<file path="src/rtl/ufd_pkg.sv">
// ----------------------------------------------------------------------------
// ufd_pkg: shared types and constants of the UART frame deframer
// Register indexes, reset values, status codes and sequencer states.
// ----------------------------------------------------------------------------
package ufd_pkg;

  localparam int RING_DEPTH_DEF  = 64;
  localparam int MAX_PAYLOAD_DEF = 48;

  localparam int BYTE_W   = 8;
  localparam int CFG_IDX_W = 2;
  localparam int COUNT_W  = 6;
  localparam int STATUS_W = 3;

  // head, type, command, two length bytes, checksum, end
  localparam int FRAME_OVERHEAD = 7;

  localparam logic [CFG_IDX_W-1:0] CFG_HEAD    = 2'd0;
  localparam logic [CFG_IDX_W-1:0] CFG_END     = 2'd1;
  localparam logic [CFG_IDX_W-1:0] CFG_TIMEOUT = 2'd2;

  localparam logic [BYTE_W-1:0] HEAD_RESET    = 8'hAA;
  localparam logic [BYTE_W-1:0] END_RESET     = 8'hDD;
  localparam logic [BYTE_W-1:0] TIMEOUT_RESET = 8'd250;

  localparam logic [BYTE_W-1:0] TYPE_ANSWER = 8'h01;
  localparam logic [BYTE_W-1:0] TYPE_INFORM = 8'h02;

  typedef enum logic [STATUS_W-1:0] {
    ST_ANSWER_OK    = 3'd0,
    ST_INFORM_OK    = 3'd1,
    ST_TOO_SHORT    = 3'd2,
    ST_CSUM_ERR     = 3'd3,
    ST_UNKNOWN_TYPE = 3'd4
  } status_t;

  typedef enum logic [3:0] {
    S_IDLE,
    S_HUNT_RD,
    S_HUNT_CHK,
    S_LEN_HI,
    S_LEN_LO,
    S_TICK,
    S_END_CHK,
    S_SUM,
    S_CSUM,
    S_PAYLOAD,
    S_FAIL,
    S_CONSUME
  } ctrl_state_t;

  typedef struct packed {
    logic [BYTE_W-1:0] head_value;
    logic [BYTE_W-1:0] end_value;
    logic [BYTE_W-1:0] timeout_ticks;
  } cfg_t;

endpackage

</file>
<file path="src/rtl/ufd_if.sv">
// ----------------------------------------------------------------------------
// ufd_if: valid/ready channels of the UART frame deframer
// Input item channel and result item channel.
// ----------------------------------------------------------------------------
interface ufd_in_if import ufd_pkg::*; ();
  logic              valid;
  logic              ready;
  logic              cmd;
  logic [BYTE_W-1:0] rx_byte;

  modport source (output valid, output cmd, output rx_byte, input ready);
  modport sink   (input valid, input cmd, input rx_byte, output ready);
endinterface

interface ufd_out_if import ufd_pkg::*; ();
  logic                valid;
  logic                ready;
  logic [STATUS_W-1:0] status;
  logic [BYTE_W-1:0]   frame_type;
  logic [BYTE_W-1:0]   command_code;
  logic [COUNT_W-1:0]  payload_count;
  logic [BYTE_W-1:0]   payload_value;
  logic [COUNT_W-1:0]  payload_position;
  logic                last;

  modport source (output valid, output status, output frame_type, output command_code,
                  output payload_count, output payload_value, output payload_position,
                  output last, input ready);
  modport sink   (input valid, input status, input frame_type, input command_code,
                  input payload_count, input payload_value, input payload_position,
                  input last, output ready);
endinterface

</file>
<file path="src/rtl/ufd_ram.sv">
// ----------------------------------------------------------------------------
// ufd_ram: generic single-port-write, single-port-read RAM
// One write and one registered read per cycle; read data holds without re.
// ----------------------------------------------------------------------------
module ufd_ram #(
  parameter int WIDTH = 8,
  parameter int DEPTH = 64
) (
  input  logic                     clk,
  input  logic                     we,
  input  logic [$clog2(DEPTH)-1:0] waddr,
  input  logic [WIDTH-1:0]         wdata,
  input  logic                     re,
  input  logic [$clog2(DEPTH)-1:0] raddr,
  output logic [WIDTH-1:0]         rdata
);

  logic [WIDTH-1:0] mem [DEPTH];
  logic [WIDTH-1:0] rdata_r;

  always_ff @(posedge clk) begin
    if (we) begin
      mem[waddr] <= wdata;
    end
    if (re) begin
      rdata_r <= mem[raddr];
    end
  end

  assign rdata = rdata_r;

endmodule

</file>
<file path="src/rtl/ufd_ctrl.sv">
// ----------------------------------------------------------------------------
// ufd_ctrl: ring pointers and frame sequencer
// Stores bytes, hunts for a head, checks length, end and sum, emits results.
// ----------------------------------------------------------------------------
module ufd_ctrl import ufd_pkg::*; #(
  parameter int RING_DEPTH  = RING_DEPTH_DEF,
  parameter int MAX_PAYLOAD = MAX_PAYLOAD_DEF
) (
  input  logic                          clk,
  input  logic                          rst_n,
  input  cfg_t                          cfg,
  ufd_in_if.sink                        in_ch,
  ufd_out_if.source                     out_ch,
  output logic                          ram_we,
  output logic [$clog2(RING_DEPTH)-1:0] ram_waddr,
  output logic [BYTE_W-1:0]             ram_wdata,
  output logic                          ram_re,
  output logic [$clog2(RING_DEPTH)-1:0] ram_raddr,
  input  logic [BYTE_W-1:0]             ram_rdata
);

  localparam int AW = $clog2(RING_DEPTH);
  localparam int FW = $clog2(RING_DEPTH + 1);
  localparam int XW = $clog2(MAX_PAYLOAD + FRAME_OVERHEAD + 1);
  localparam int NW = $clog2(MAX_PAYLOAD + 1);
  localparam int SW = ((AW > XW) ? AW : XW) + 1;
  localparam int CW = (FW > XW) ? FW : XW;

  function automatic logic [AW-1:0] wrap_add(input logic [AW-1:0] p, input logic [XW-1:0] o);
    logic [SW-1:0] s;
    s = SW'(p) + SW'(o);
    if (s >= SW'(RING_DEPTH)) begin
      s = s - SW'(RING_DEPTH);
    end
    return s[AW-1:0];
  endfunction

  ctrl_state_t       state_r, state_nxt;
  logic [AW-1:0]     wp_r, wp_nxt;
  logic [AW-1:0]     rp_r, rp_nxt;
  logic [FW-1:0]     fill_r, fill_nxt;
  logic [BYTE_W-1:0] wc_r, wc_nxt;
  logic              tick_r, tick_nxt;
  logic              ov_r, ov_nxt;

  logic [BYTE_W-1:0] len_hi_r, len_hi_nxt;
  logic [NW-1:0]     n_r, n_nxt;
  logic [XW-1:0]     idx_r, idx_nxt;
  logic [BYTE_W-1:0] sum_r, sum_nxt;
  logic [BYTE_W-1:0] type_r, type_nxt;
  logic [BYTE_W-1:0] code_r, code_nxt;
  status_t           status_r, status_nxt;

  status_t            o_status_r, o_status_nxt;
  logic [BYTE_W-1:0]  o_type_r, o_type_nxt;
  logic [BYTE_W-1:0]  o_code_r, o_code_nxt;
  logic [COUNT_W-1:0] o_count_r, o_count_nxt;
  logic [BYTE_W-1:0]  o_value_r, o_value_nxt;
  logic [COUNT_W-1:0] o_pos_r, o_pos_nxt;
  logic               o_last_r, o_last_nxt;

  logic [XW-1:0] rd_off;
  logic [XW-1:0] lo_total;
  logic [XW-1:0] n_total;
  logic          slot_free;
  logic          pay_last;

  assign lo_total  = XW'(ram_rdata) + XW'(FRAME_OVERHEAD);
  assign n_total   = XW'(n_r) + XW'(FRAME_OVERHEAD);
  assign slot_free = !ov_r || out_ch.ready;
  assign pay_last  = (idx_r + XW'(1)) == XW'(n_r);

  assign ram_waddr = wp_r;
  assign ram_wdata = in_ch.rx_byte;
  assign ram_raddr = wrap_add(rp_r, rd_off);

  always_comb begin
    state_nxt    = state_r;
    wp_nxt       = wp_r;
    rp_nxt       = rp_r;
    fill_nxt     = fill_r;
    wc_nxt       = wc_r;
    tick_nxt     = tick_r;
    ov_nxt       = ov_r && !out_ch.ready;
    len_hi_nxt   = len_hi_r;
    n_nxt        = n_r;
    idx_nxt      = idx_r;
    sum_nxt      = sum_r;
    type_nxt     = type_r;
    code_nxt     = code_r;
    status_nxt   = status_r;
    o_status_nxt = o_status_r;
    o_type_nxt   = o_type_r;
    o_code_nxt   = o_code_r;
    o_count_nxt  = o_count_r;
    o_value_nxt  = o_value_r;
    o_pos_nxt    = o_pos_r;
    o_last_nxt   = o_last_r;
    in_ch.ready  = 1'b0;
    ram_we       = 1'b0;
    ram_re       = 1'b0;
    rd_off       = '0;

    case (state_r)
      S_IDLE: begin
        in_ch.ready = 1'b1;
        if (in_ch.valid) begin
          tick_nxt = in_ch.cmd;
          if (!in_ch.cmd && fill_r < FW'(RING_DEPTH)) begin
            ram_we   = 1'b1;
            wp_nxt   = wrap_add(wp_r, XW'(1));
            fill_nxt = fill_r + FW'(1);
          end
          state_nxt = S_HUNT_RD;
        end
      end
      S_HUNT_RD: begin
        if (fill_r == '0) begin
          wc_nxt    = '0;
          state_nxt = S_IDLE;
        end else begin
          ram_re    = 1'b1;
          state_nxt = S_HUNT_CHK;
        end
      end
      S_HUNT_CHK: begin
        if (ram_rdata != cfg.head_value) begin
          rp_nxt    = wrap_add(rp_r, XW'(1));
          fill_nxt  = fill_r - FW'(1);
          wc_nxt    = '0;
          state_nxt = S_HUNT_RD;
        end else if (fill_r >= FW'(5)) begin
          ram_re    = 1'b1;
          rd_off    = XW'(3);
          state_nxt = S_LEN_HI;
        end else begin
          state_nxt = S_TICK;
        end
      end
      S_LEN_HI: begin
        len_hi_nxt = ram_rdata;
        ram_re     = 1'b1;
        rd_off     = XW'(4);
        state_nxt  = S_LEN_LO;
      end
      S_LEN_LO: begin
        if (len_hi_r != '0 || ram_rdata > BYTE_W'(MAX_PAYLOAD)) begin
          rp_nxt    = wrap_add(rp_r, XW'(1));
          fill_nxt  = fill_r - FW'(1);
          wc_nxt    = '0;
          state_nxt = S_HUNT_RD;
        end else begin
          n_nxt = NW'(ram_rdata);
          if (CW'(fill_r) >= CW'(lo_total)) begin
            ram_re    = 1'b1;
            rd_off    = lo_total - XW'(1);
            state_nxt = S_END_CHK;
          end else begin
            state_nxt = S_TICK;
          end
        end
      end
      S_TICK: begin
        state_nxt = S_IDLE;
        if (tick_r) begin
          tick_nxt = 1'b0;
          if (wc_r >= cfg.timeout_ticks) begin
            rp_nxt    = wrap_add(rp_r, XW'(1));
            fill_nxt  = fill_r - FW'(1);
            wc_nxt    = '0;
            state_nxt = S_HUNT_RD;
          end else begin
            wc_nxt = wc_r + BYTE_W'(1);
          end
        end
      end
      S_END_CHK: begin
        if (ram_rdata != cfg.end_value) begin
          rp_nxt    = wrap_add(rp_r, XW'(1));
          fill_nxt  = fill_r - FW'(1);
          wc_nxt    = '0;
          state_nxt = S_HUNT_RD;
        end else begin
          ram_re    = 1'b1;
          rd_off    = XW'(1);
          idx_nxt   = XW'(1);
          sum_nxt   = '0;
          state_nxt = S_SUM;
        end
      end
      S_SUM: begin
        sum_nxt = sum_r + ram_rdata;
        if (idx_r == XW'(1)) begin
          type_nxt = ram_rdata;
        end
        if (idx_r == XW'(2)) begin
          code_nxt = ram_rdata;
        end
        ram_re = 1'b1;
        if (idx_r == XW'(n_r) + XW'(4)) begin
          rd_off    = XW'(n_r) + XW'(5);
          state_nxt = S_CSUM;
        end else begin
          idx_nxt = idx_r + XW'(1);
          rd_off  = idx_r + XW'(1);
        end
      end
      S_CSUM: begin
        if (n_r == '0) begin
          status_nxt = ST_TOO_SHORT;
        end else if (sum_r != ram_rdata) begin
          status_nxt = ST_CSUM_ERR;
        end else if (type_r == TYPE_ANSWER) begin
          status_nxt = ST_ANSWER_OK;
        end else if (type_r == TYPE_INFORM) begin
          status_nxt = ST_INFORM_OK;
        end else begin
          status_nxt = ST_UNKNOWN_TYPE;
        end
        if (status_nxt == ST_ANSWER_OK || status_nxt == ST_INFORM_OK) begin
          ram_re    = 1'b1;
          rd_off    = XW'(5);
          idx_nxt   = '0;
          state_nxt = S_PAYLOAD;
        end else begin
          state_nxt = S_FAIL;
        end
      end
      S_PAYLOAD: begin
        if (slot_free) begin
          ov_nxt       = 1'b1;
          o_status_nxt = status_r;
          o_type_nxt   = type_r;
          o_code_nxt   = code_r;
          o_count_nxt  = COUNT_W'(n_r);
          o_value_nxt  = ram_rdata;
          o_pos_nxt    = COUNT_W'(idx_r);
          o_last_nxt   = pay_last;
          if (pay_last) begin
            state_nxt = S_CONSUME;
          end else begin
            ram_re  = 1'b1;
            rd_off  = idx_r + XW'(6);
            idx_nxt = idx_r + XW'(1);
          end
        end
      end
      S_FAIL: begin
        if (slot_free) begin
          ov_nxt       = 1'b1;
          o_status_nxt = status_r;
          o_type_nxt   = type_r;
          o_code_nxt   = code_r;
          o_count_nxt  = COUNT_W'(n_r);
          o_value_nxt  = '0;
          o_pos_nxt    = '0;
          o_last_nxt   = 1'b1;
          state_nxt    = S_CONSUME;
        end
      end
      S_CONSUME: begin
        rp_nxt    = wrap_add(rp_r, n_total);
        fill_nxt  = fill_r - FW'(n_total);
        wc_nxt    = '0;
        state_nxt = S_IDLE;
      end
      default: begin
        state_nxt = S_IDLE;
      end
    endcase
  end

  always_ff @(posedge clk) begin
    if (!rst_n) begin
      state_r <= S_IDLE;
      wp_r    <= '0;
      rp_r    <= '0;
      fill_r  <= '0;
      wc_r    <= '0;
      tick_r  <= 1'b0;
      ov_r    <= 1'b0;
    end else begin
      state_r <= state_nxt;
      wp_r    <= wp_nxt;
      rp_r    <= rp_nxt;
      fill_r  <= fill_nxt;
      wc_r    <= wc_nxt;
      tick_r  <= tick_nxt;
      ov_r    <= ov_nxt;
    end
  end

  always_ff @(posedge clk) begin
    len_hi_r   <= len_hi_nxt;
    n_r        <= n_nxt;
    idx_r      <= idx_nxt;
    sum_r      <= sum_nxt;
    type_r     <= type_nxt;
    code_r     <= code_nxt;
    status_r   <= status_nxt;
    o_status_r <= o_status_nxt;
    o_type_r   <= o_type_nxt;
    o_code_r   <= o_code_nxt;
    o_count_r  <= o_count_nxt;
    o_value_r  <= o_value_nxt;
    o_pos_r    <= o_pos_nxt;
    o_last_r   <= o_last_nxt;
  end

  assign out_ch.valid            = ov_r;
  assign out_ch.status           = o_status_r;
  assign out_ch.frame_type       = o_type_r;
  assign out_ch.command_code     = o_code_r;
  assign out_ch.payload_count    = o_count_r;
  assign out_ch.payload_value    = o_value_r;
  assign out_ch.payload_position = o_pos_r;
  assign out_ch.last             = o_last_r;

endmodule

</file>
<file path="src/rtl/uart_frame_deframer.sv">
// ----------------------------------------------------------------------------
// uart_frame_deframer: length-prefixed serial frame parser, 8-bit sum check
// Ring buffer of received bytes, head hunt, length/end/sum checks, results.
// ----------------------------------------------------------------------------
// Each input item is a received byte or a time tick. Bytes go into a ring
// memory with one read port, so every look at a held byte is a separate
// registered read. After each item the sequencer hunts for the head
// (reading and dropping bytes that do not match), reads both length bytes,
// reads the end byte, walks the sum over n + 4 bytes, reads the checksum
// and then emits one result per payload byte, or a single result when the
// frame fails its checks; the result side may stall any of these results.
// A new item is taken only once the previous one has finished; its last
// result may still sit in the output register. There is no clearing pass
// after reset.
module uart_frame_deframer import ufd_pkg::*; #(
  parameter int RING_DEPTH  = RING_DEPTH_DEF,
  parameter int MAX_PAYLOAD = MAX_PAYLOAD_DEF
) (
  input  logic                 clk,
  input  logic                 rst_n,
  ufd_in_if.sink               in_ch,
  ufd_out_if.source            out_ch,
  input  logic                 cfg_we,
  input  logic [CFG_IDX_W-1:0] cfg_index,
  input  logic [BYTE_W-1:0]    cfg_wdata
);

  localparam int AW = $clog2(RING_DEPTH);

  cfg_t              cfg_r;
  logic              ram_we;
  logic [AW-1:0]     ram_waddr;
  logic [BYTE_W-1:0] ram_wdata;
  logic              ram_re;
  logic [AW-1:0]     ram_raddr;
  logic [BYTE_W-1:0] ram_rdata;

  always_ff @(posedge clk) begin
    if (!rst_n) begin
      cfg_r.head_value    <= HEAD_RESET;
      cfg_r.end_value     <= END_RESET;
      cfg_r.timeout_ticks <= TIMEOUT_RESET;
    end else if (cfg_we) begin
      case (cfg_index)
        CFG_HEAD:    cfg_r.head_value    <= cfg_wdata;
        CFG_END:     cfg_r.end_value     <= cfg_wdata;
        CFG_TIMEOUT: cfg_r.timeout_ticks <= cfg_wdata;
        default: begin
        end
      endcase
    end
  end

  ufd_ram #(
    .WIDTH (BYTE_W),
    .DEPTH (RING_DEPTH)
  ) u_ring (
    .clk   (clk),
    .we    (ram_we),
    .waddr (ram_waddr),
    .wdata (ram_wdata),
    .re    (ram_re),
    .raddr (ram_raddr),
    .rdata (ram_rdata)
  );

  ufd_ctrl #(
    .RING_DEPTH  (RING_DEPTH),
    .MAX_PAYLOAD (MAX_PAYLOAD)
  ) u_ctrl (
    .clk       (clk),
    .rst_n     (rst_n),
    .cfg       (cfg_r),
    .in_ch     (in_ch),
    .out_ch    (out_ch),
    .ram_we    (ram_we),
    .ram_waddr (ram_waddr),
    .ram_wdata (ram_wdata),
    .ram_re    (ram_re),
    .ram_raddr (ram_raddr),
    .ram_rdata (ram_rdata)
  );

  a_write_on_byte: assert property (@(posedge clk) disable iff (!rst_n)
    ram_we |-> (in_ch.valid && in_ch.ready && !in_ch.cmd))
    else $error("ring written without an accepted byte");

  a_no_read_on_write: assert property (@(posedge clk) disable iff (!rst_n)
    ram_we |-> !ram_re)
    else $error("ring read and written in the same cycle");

  a_fail_single: assert property (@(posedge clk) disable iff (!rst_n)
    (out_ch.valid && out_ch.status >= ST_TOO_SHORT) |->
      (out_ch.last && out_ch.payload_value == '0 && out_ch.payload_position == '0))
    else $error("failed frame result not a single zeroed item");

  a_last_position: assert property (@(posedge clk) disable iff (!rst_n)
    (out_ch.valid && out_ch.last && out_ch.status <= ST_INFORM_OK) |->
      (COUNT_W'(out_ch.payload_position + COUNT_W'(1)) == out_ch.payload_count))
    else $error("last payload item at wrong position");

endmodule
</file>
<file path="src/flat_wrapper.sv">
// flat-port wrapper written by rule: the top's interface ports become plain ports
module uart_frame_deframer_flat import ufd_pkg::*;
#(
  parameter int RING_DEPTH  = RING_DEPTH_DEF,
  parameter int MAX_PAYLOAD = MAX_PAYLOAD_DEF
)
  (clk, rst_n, cfg_we, cfg_index, cfg_wdata, in_ch_valid, in_ch_cmd, in_ch_rx_byte, in_ch_ready, out_ch_valid, out_ch_status, out_ch_frame_type, out_ch_command_code, out_ch_payload_count, out_ch_payload_value, out_ch_payload_position, out_ch_last, out_ch_ready);
  ufd_in_if in_ch_i ();
  ufd_out_if out_ch_i ();
  input  logic clk;
  input  logic rst_n;
  input  logic cfg_we;
  input  logic [CFG_IDX_W-1:0] cfg_index;
  input  logic [BYTE_W-1:0] cfg_wdata;
  input wire logic [$bits(in_ch_i.valid)-1:0] in_ch_valid;
  input wire logic [$bits(in_ch_i.cmd)-1:0] in_ch_cmd;
  input wire logic [$bits(in_ch_i.rx_byte)-1:0] in_ch_rx_byte;
  output wire logic [$bits(in_ch_i.ready)-1:0] in_ch_ready;
  output wire logic [$bits(out_ch_i.valid)-1:0] out_ch_valid;
  output wire logic [$bits(out_ch_i.status)-1:0] out_ch_status;
  output wire logic [$bits(out_ch_i.frame_type)-1:0] out_ch_frame_type;
  output wire logic [$bits(out_ch_i.command_code)-1:0] out_ch_command_code;
  output wire logic [$bits(out_ch_i.payload_count)-1:0] out_ch_payload_count;
  output wire logic [$bits(out_ch_i.payload_value)-1:0] out_ch_payload_value;
  output wire logic [$bits(out_ch_i.payload_position)-1:0] out_ch_payload_position;
  output wire logic [$bits(out_ch_i.last)-1:0] out_ch_last;
  input wire logic [$bits(out_ch_i.ready)-1:0] out_ch_ready;
  assign in_ch_i.valid = in_ch_valid;
  assign in_ch_i.cmd = in_ch_cmd;
  assign in_ch_i.rx_byte = in_ch_rx_byte;
  assign in_ch_ready = in_ch_i.ready;
  assign out_ch_valid = out_ch_i.valid;
  assign out_ch_status = out_ch_i.status;
  assign out_ch_frame_type = out_ch_i.frame_type;
  assign out_ch_command_code = out_ch_i.command_code;
  assign out_ch_payload_count = out_ch_i.payload_count;
  assign out_ch_payload_value = out_ch_i.payload_value;
  assign out_ch_payload_position = out_ch_i.payload_position;
  assign out_ch_last = out_ch_i.last;
  assign out_ch_i.ready = out_ch_ready;
  uart_frame_deframer #(.RING_DEPTH(RING_DEPTH), .MAX_PAYLOAD(MAX_PAYLOAD)) u_core (.clk(clk), .rst_n(rst_n), .in_ch(in_ch_i), .out_ch(out_ch_i), .cfg_we(cfg_we), .cfg_index(cfg_index), .cfg_wdata(cfg_wdata));
endmodule
</file>
<file path="config.mk">
export PLATFORM = sky130hd
export DESIGN_NAME = uart_frame_deframer_flat
export DESIGN_NICKNAME = d
export VERILOG_FILES = /design/src/rtl/ufd_pkg.sv /design/src/rtl/ufd_if.sv /design/src/rtl/ufd_ram.sv /design/src/rtl/ufd_ctrl.sv /design/src/rtl/uart_frame_deframer.sv /design/src/flat_wrapper.sv
export SDC_FILE = /design/constraint.sdc
export NUM_CORES = 1
export LEC_CHECK = 0
export BUFFER_PORTS_ARGS = -buffer_cell sky130_fd_sc_hd__buf_2
export CORE_ASPECT_RATIO = 0.6
export CORE_MARGIN = 1
export CORE_UTILIZATION = 60
export CTS_CLUSTER_SIZE = 14
export DETAILED_ROUTE_END_ITERATION = 8
export PLACE_DENSITY = 0.88
export SKIP_LAST_GASP = 1
export SYNTH_ARGS = -nofsm -noshare
export SYNTH_HDL_FRONTEND = slang
export SYNTH_SLANG_ARGS = --single-unit
</file>
<file path="constraint.sdc">
create_clock -name clk -period 10.4 [get_ports clk]
set_input_delay 2.08 -clock clk [delete_from_list [all_inputs] [get_ports clk]]
set_output_delay 2.08 -clock clk [all_outputs]
set_load 0.005 [all_outputs]
</file>
==> impl_metrics.ini <==
[finish]
multi_input_area_um2 = 8180
regArea_um2 = 19400
largestRegisters = u_core.u_ring.mem: 512 flops, u_core.cfg_r: 24 flops
nNetsFinal = 1827
drive_gt1_share_pct = 17.1
largest_register_ffs = 512
synthToLayoutAreaGrowth_pct = 9.26
fill_cells = 2775
fin_util_pct = 67.4
final_cells = 2414
regMostFlops = u_core.u_ring.mem

[pwr]
combPwrFrac_pct = 3.6
swShare_pct = 21.0
power_density_nw_per_um2 = 167
power_leakage_nw = 9.80
p_int_mw = 4.04
seqPwrFrac_pct = 57.4
ir_drop_v = 0.000133
power_switching_mw = 1.07
p_clk_share_pct = 39.0

[worst_setup_path]
cp_max_fo = 44
crit_arrival_ns = 7.96
crit_required_ns = 10.71
end_kind = flip-flop
crit_type = flip-flop to flip-flop
r2r_cells = 20
critPathLaunchType = flip-flop

[synth]
synth_fp_nets = 1775
synth_cells = 1698
synth_area_um2 = 28000
synth_ff_type = edfxtp_1
async_flop_share_pct = 0
synth-edff-count = 607
synth_seq_cells = 664
avgSynthCellArea_um2 = 16.5
synth_warnings = 0
yosys.cell_types.count = 68
ys_seq_area_share_pct = 69.1

[outcome]
status = complete, no violations

[floorplan]
die_w_um = 281
dieArea_um2 = 47600
initial_utilization_pct = 61.7
io_pins = 66
die_height_um = 169
rows = 60
core_um2 = 45400

[grt]
grt_antenna_before_repair = 6
grt_max_degree = 96
gr-total-overflow = 0
grt_pass1_wl_um = 101000
gr-usage-all-layers_pct = 29.1
grt_pass1_vias = 16100

[sta]
min_period_over_period_pct = 73.6
timing.final.hold_violations = 0
min_period_ns = 7.65
relSlewSlack_pct = 5.07
maxSlewViolCount = 0
max_freq_ghz = 0.131
worst_slew_pin_slew_ns = 1.41
fin_worst_skew_ns = 0.0271
setup_violations = 0
tns_ns = 0
grt_setup_unrepaired = no

[clock_tree]
cts_tree = yes
cts_setup_buffers = 0
ctsResizeCount = 0
cts.reportedPaths.clkPinSlew_ns = 0.07
hold_buffers = 0
clockRootBuffer = clkbuf_16
clock_latency_ns = 0.61
cts.sinks = 664
numCtsBuffers = 56
clockBufferDepth = 3
cts_max_level = 2

[worst_hold_path]
hp-class = flip-flop to flip-flop
min_path_cells = 0

[placed_design]
port_buffers = 65
hpwlAfterDp_um = 41800
place_inst = 2311
gp_congestion = 0.925

[route]
vias = 16200
drtIter0Drc = 2514
ant_nets = 0
wl_per_cell_um = 28.2
firstDrtPassIters = 7
drt_wl_total_um = 68100
drt_drc_violations_left = 0
viasPerCell = 6.72

[job]
maxCapViolCount = 0
cells by family after synthesis:
| kind of cell | count (synthesis) | share of synthesized area [%] |
|---|---|---|
| AO/OA/AOI/OAI | 196 | 4.52 |
| XOR/XNOR | 81 | 2.63 |
| adder cells (fa/ha/maj) | 56 | 2.59 |
| multiplexers | 186 | 12.4 |
| AND/OR/NAND/NOR | 389 | 6.91 |
| buffers and inverters | 126 | 1.87 |
| flip-flops | 664 | 69.1 |
area by class of cell:
type | instances | area share, %
Timing Repair Buffer | 80 | 1.48
Clock inverter | 9 | 0.172
Sequential cell | 664 | 63.3
Inverter | 40 | 0.490
Clock buffer | 91 | 5.30
Multi-Input combinational cell | 908 | 26.7
Tap cell | 620 | 2.53
Antenna cell | 2 | 0.0163
routing by layer:
| layer | global-route usage [%] | share of wire, % |
|---|---|---|
| met1 | 42.3 | 39 |
| met2 | 42.6 | 45 |
| met3 | 9.97 | 14 |
| met4 | 6.60 | 2.2 |
| met5 | 1.54 | 0.18 |
placed cells by master, fill, tap and decap left out, types with 9 or more instances in the layout:
cell type | netlist | final
nor3_1 | 17 | 17
edfxtp_1 | 607 | 607
nor2_1 | 147 | 146
nand3_1 | 17 | 17
nand2b_1 | 14 | 14
nand3b_1 | 9 | 9
buf_4 | 0 | 13
o211ai_1 | 9 | 9
a211oi_1 | 51 | 51
nand2_1 | 71 | 71
xnor2_1 | 49 | 47
mux4_2 | 128 | 128
xor2_1 | 30 | 29
clkbuf_16 | 0 | 57
buf_2 | 29 | 65
dfxtp_1 | 57 | 57
or3_1 | 10 | 10
nor2b_1 | 52 | 52
a21oi_1 | 76 | 76
ha_1 | 49 | 48
clkbuf_1 | 47 | 27
inv_1 | 40 | 40
o21ai_0 | 26 | 26
mux2i_1 | 58 | 58
path summary, 6_finish.rpt:
check / start / end / slack, ns
setup reg to reg: u_core.u_ring.rdata[0]$_DFFE_PP_ / u_core.u_ring.rdata[7]$_DFFE_PP_ / 2.75
hold / removal: u_core.u_ctrl.code_r[4]$_DFFE_PP_ / u_core.u_ctrl.out_ch.command_code[4]$_DFFE_PP_ / 0.42
hold reg to reg: u_core.u_ctrl.code_r[4]$_DFFE_PP_ / u_core.u_ctrl.out_ch.command_code[4]$_DFFE_PP_ / 0.42
setup / recovery: u_core.u_ring.rdata[0]$_DFFE_PP_ / u_core.u_ring.rdata[7]$_DFFE_PP_ / 2.75
through the flow:
stage	total power [mW]	setup slack (ns)	hold slack, ns	instance area (um2)
CTS	5.10	2.88	0.419	30600
floorplan	3.08	4.78	0.400	28000
global placement	3.15	3.35	0.405	28900
global route	5.22	2.59	0.426	30600
detailed placement	3.16	3.11	0.405	28900
finish	5.11	2.75	0.419	30600
worst max-delay path: stages, from the launching register on:
cell and delay, ns:
edfxtp_1 0.72, inv_1 0.24, ha_1 0.31, xnor2_1 0.41
ha_1 0.34, a21oi_1 0.13, o21ai_0 0.13, maj3_2 0.33
maj3_2 0.32, a211oi_2 0.33, nand2b_1 0.27, o21ai_0 0.18
ha_4 0.21, fa_4 1.27, buf_4 0.68, mux4_2 0.42
nor2b_1 0.15, a211oi_1 0.37, a21oi_1 0.11, a21oi_1 0.29
mux2i_1 0.11
power groups by stage:
stage / sequential (mW) / clock [mW] / combinational, mW
3_3_place_gp: 2.99 / 0 / 0.164
4_1_cts: 2.93 / 1.99 / 0.178
6_report: 2.93 / 1.99 / 0.183
3_5_place_dp: 2.99 / 0 / 0.174
2_1_floorplan: 2.98 / 0 / 0.103
5_1_grt: 2.93 / 2.09 / 0.194
synthesized netlist by cell type, types with 6 or more instances:
library cell / number / area share, %
mux4_2: 128 / 10
nor3_1: 17 / 0.30
a21o_1: 6 / 0.16
xnor2_1: 49 / 1.5
ha_1: 49 / 2.2
a21oi_1: 76 / 1.4
or3_1: 10 / 0.22
nand3b_1: 9 / 0.24
o211ai_1: 9 / 0.24
nand2_1: 71 / 0.95
nand4_1: 7 / 0.16
dfxtp_1: 57 / 4.1
xor2_1: 30 / 0.94
buf_1: 8 / 0.11
nor2b_1: 52 / 1.2
nand2b_1: 14 / 0.31
edfxtp_1: 607 / 65
buf_2: 29 / 0.52
o21ai_0: 26 / 0.46
clkbuf_1: 47 / 0.63
mux2i_1: 58 / 2.1
inv_1: 40 / 0.54
nor4_1: 8 / 0.18
nor2_1: 147 / 2.0
a211oi_1: 51 / 1.4
nand3_1: 17 / 0.30
Power figures use the tool's default switching activity.
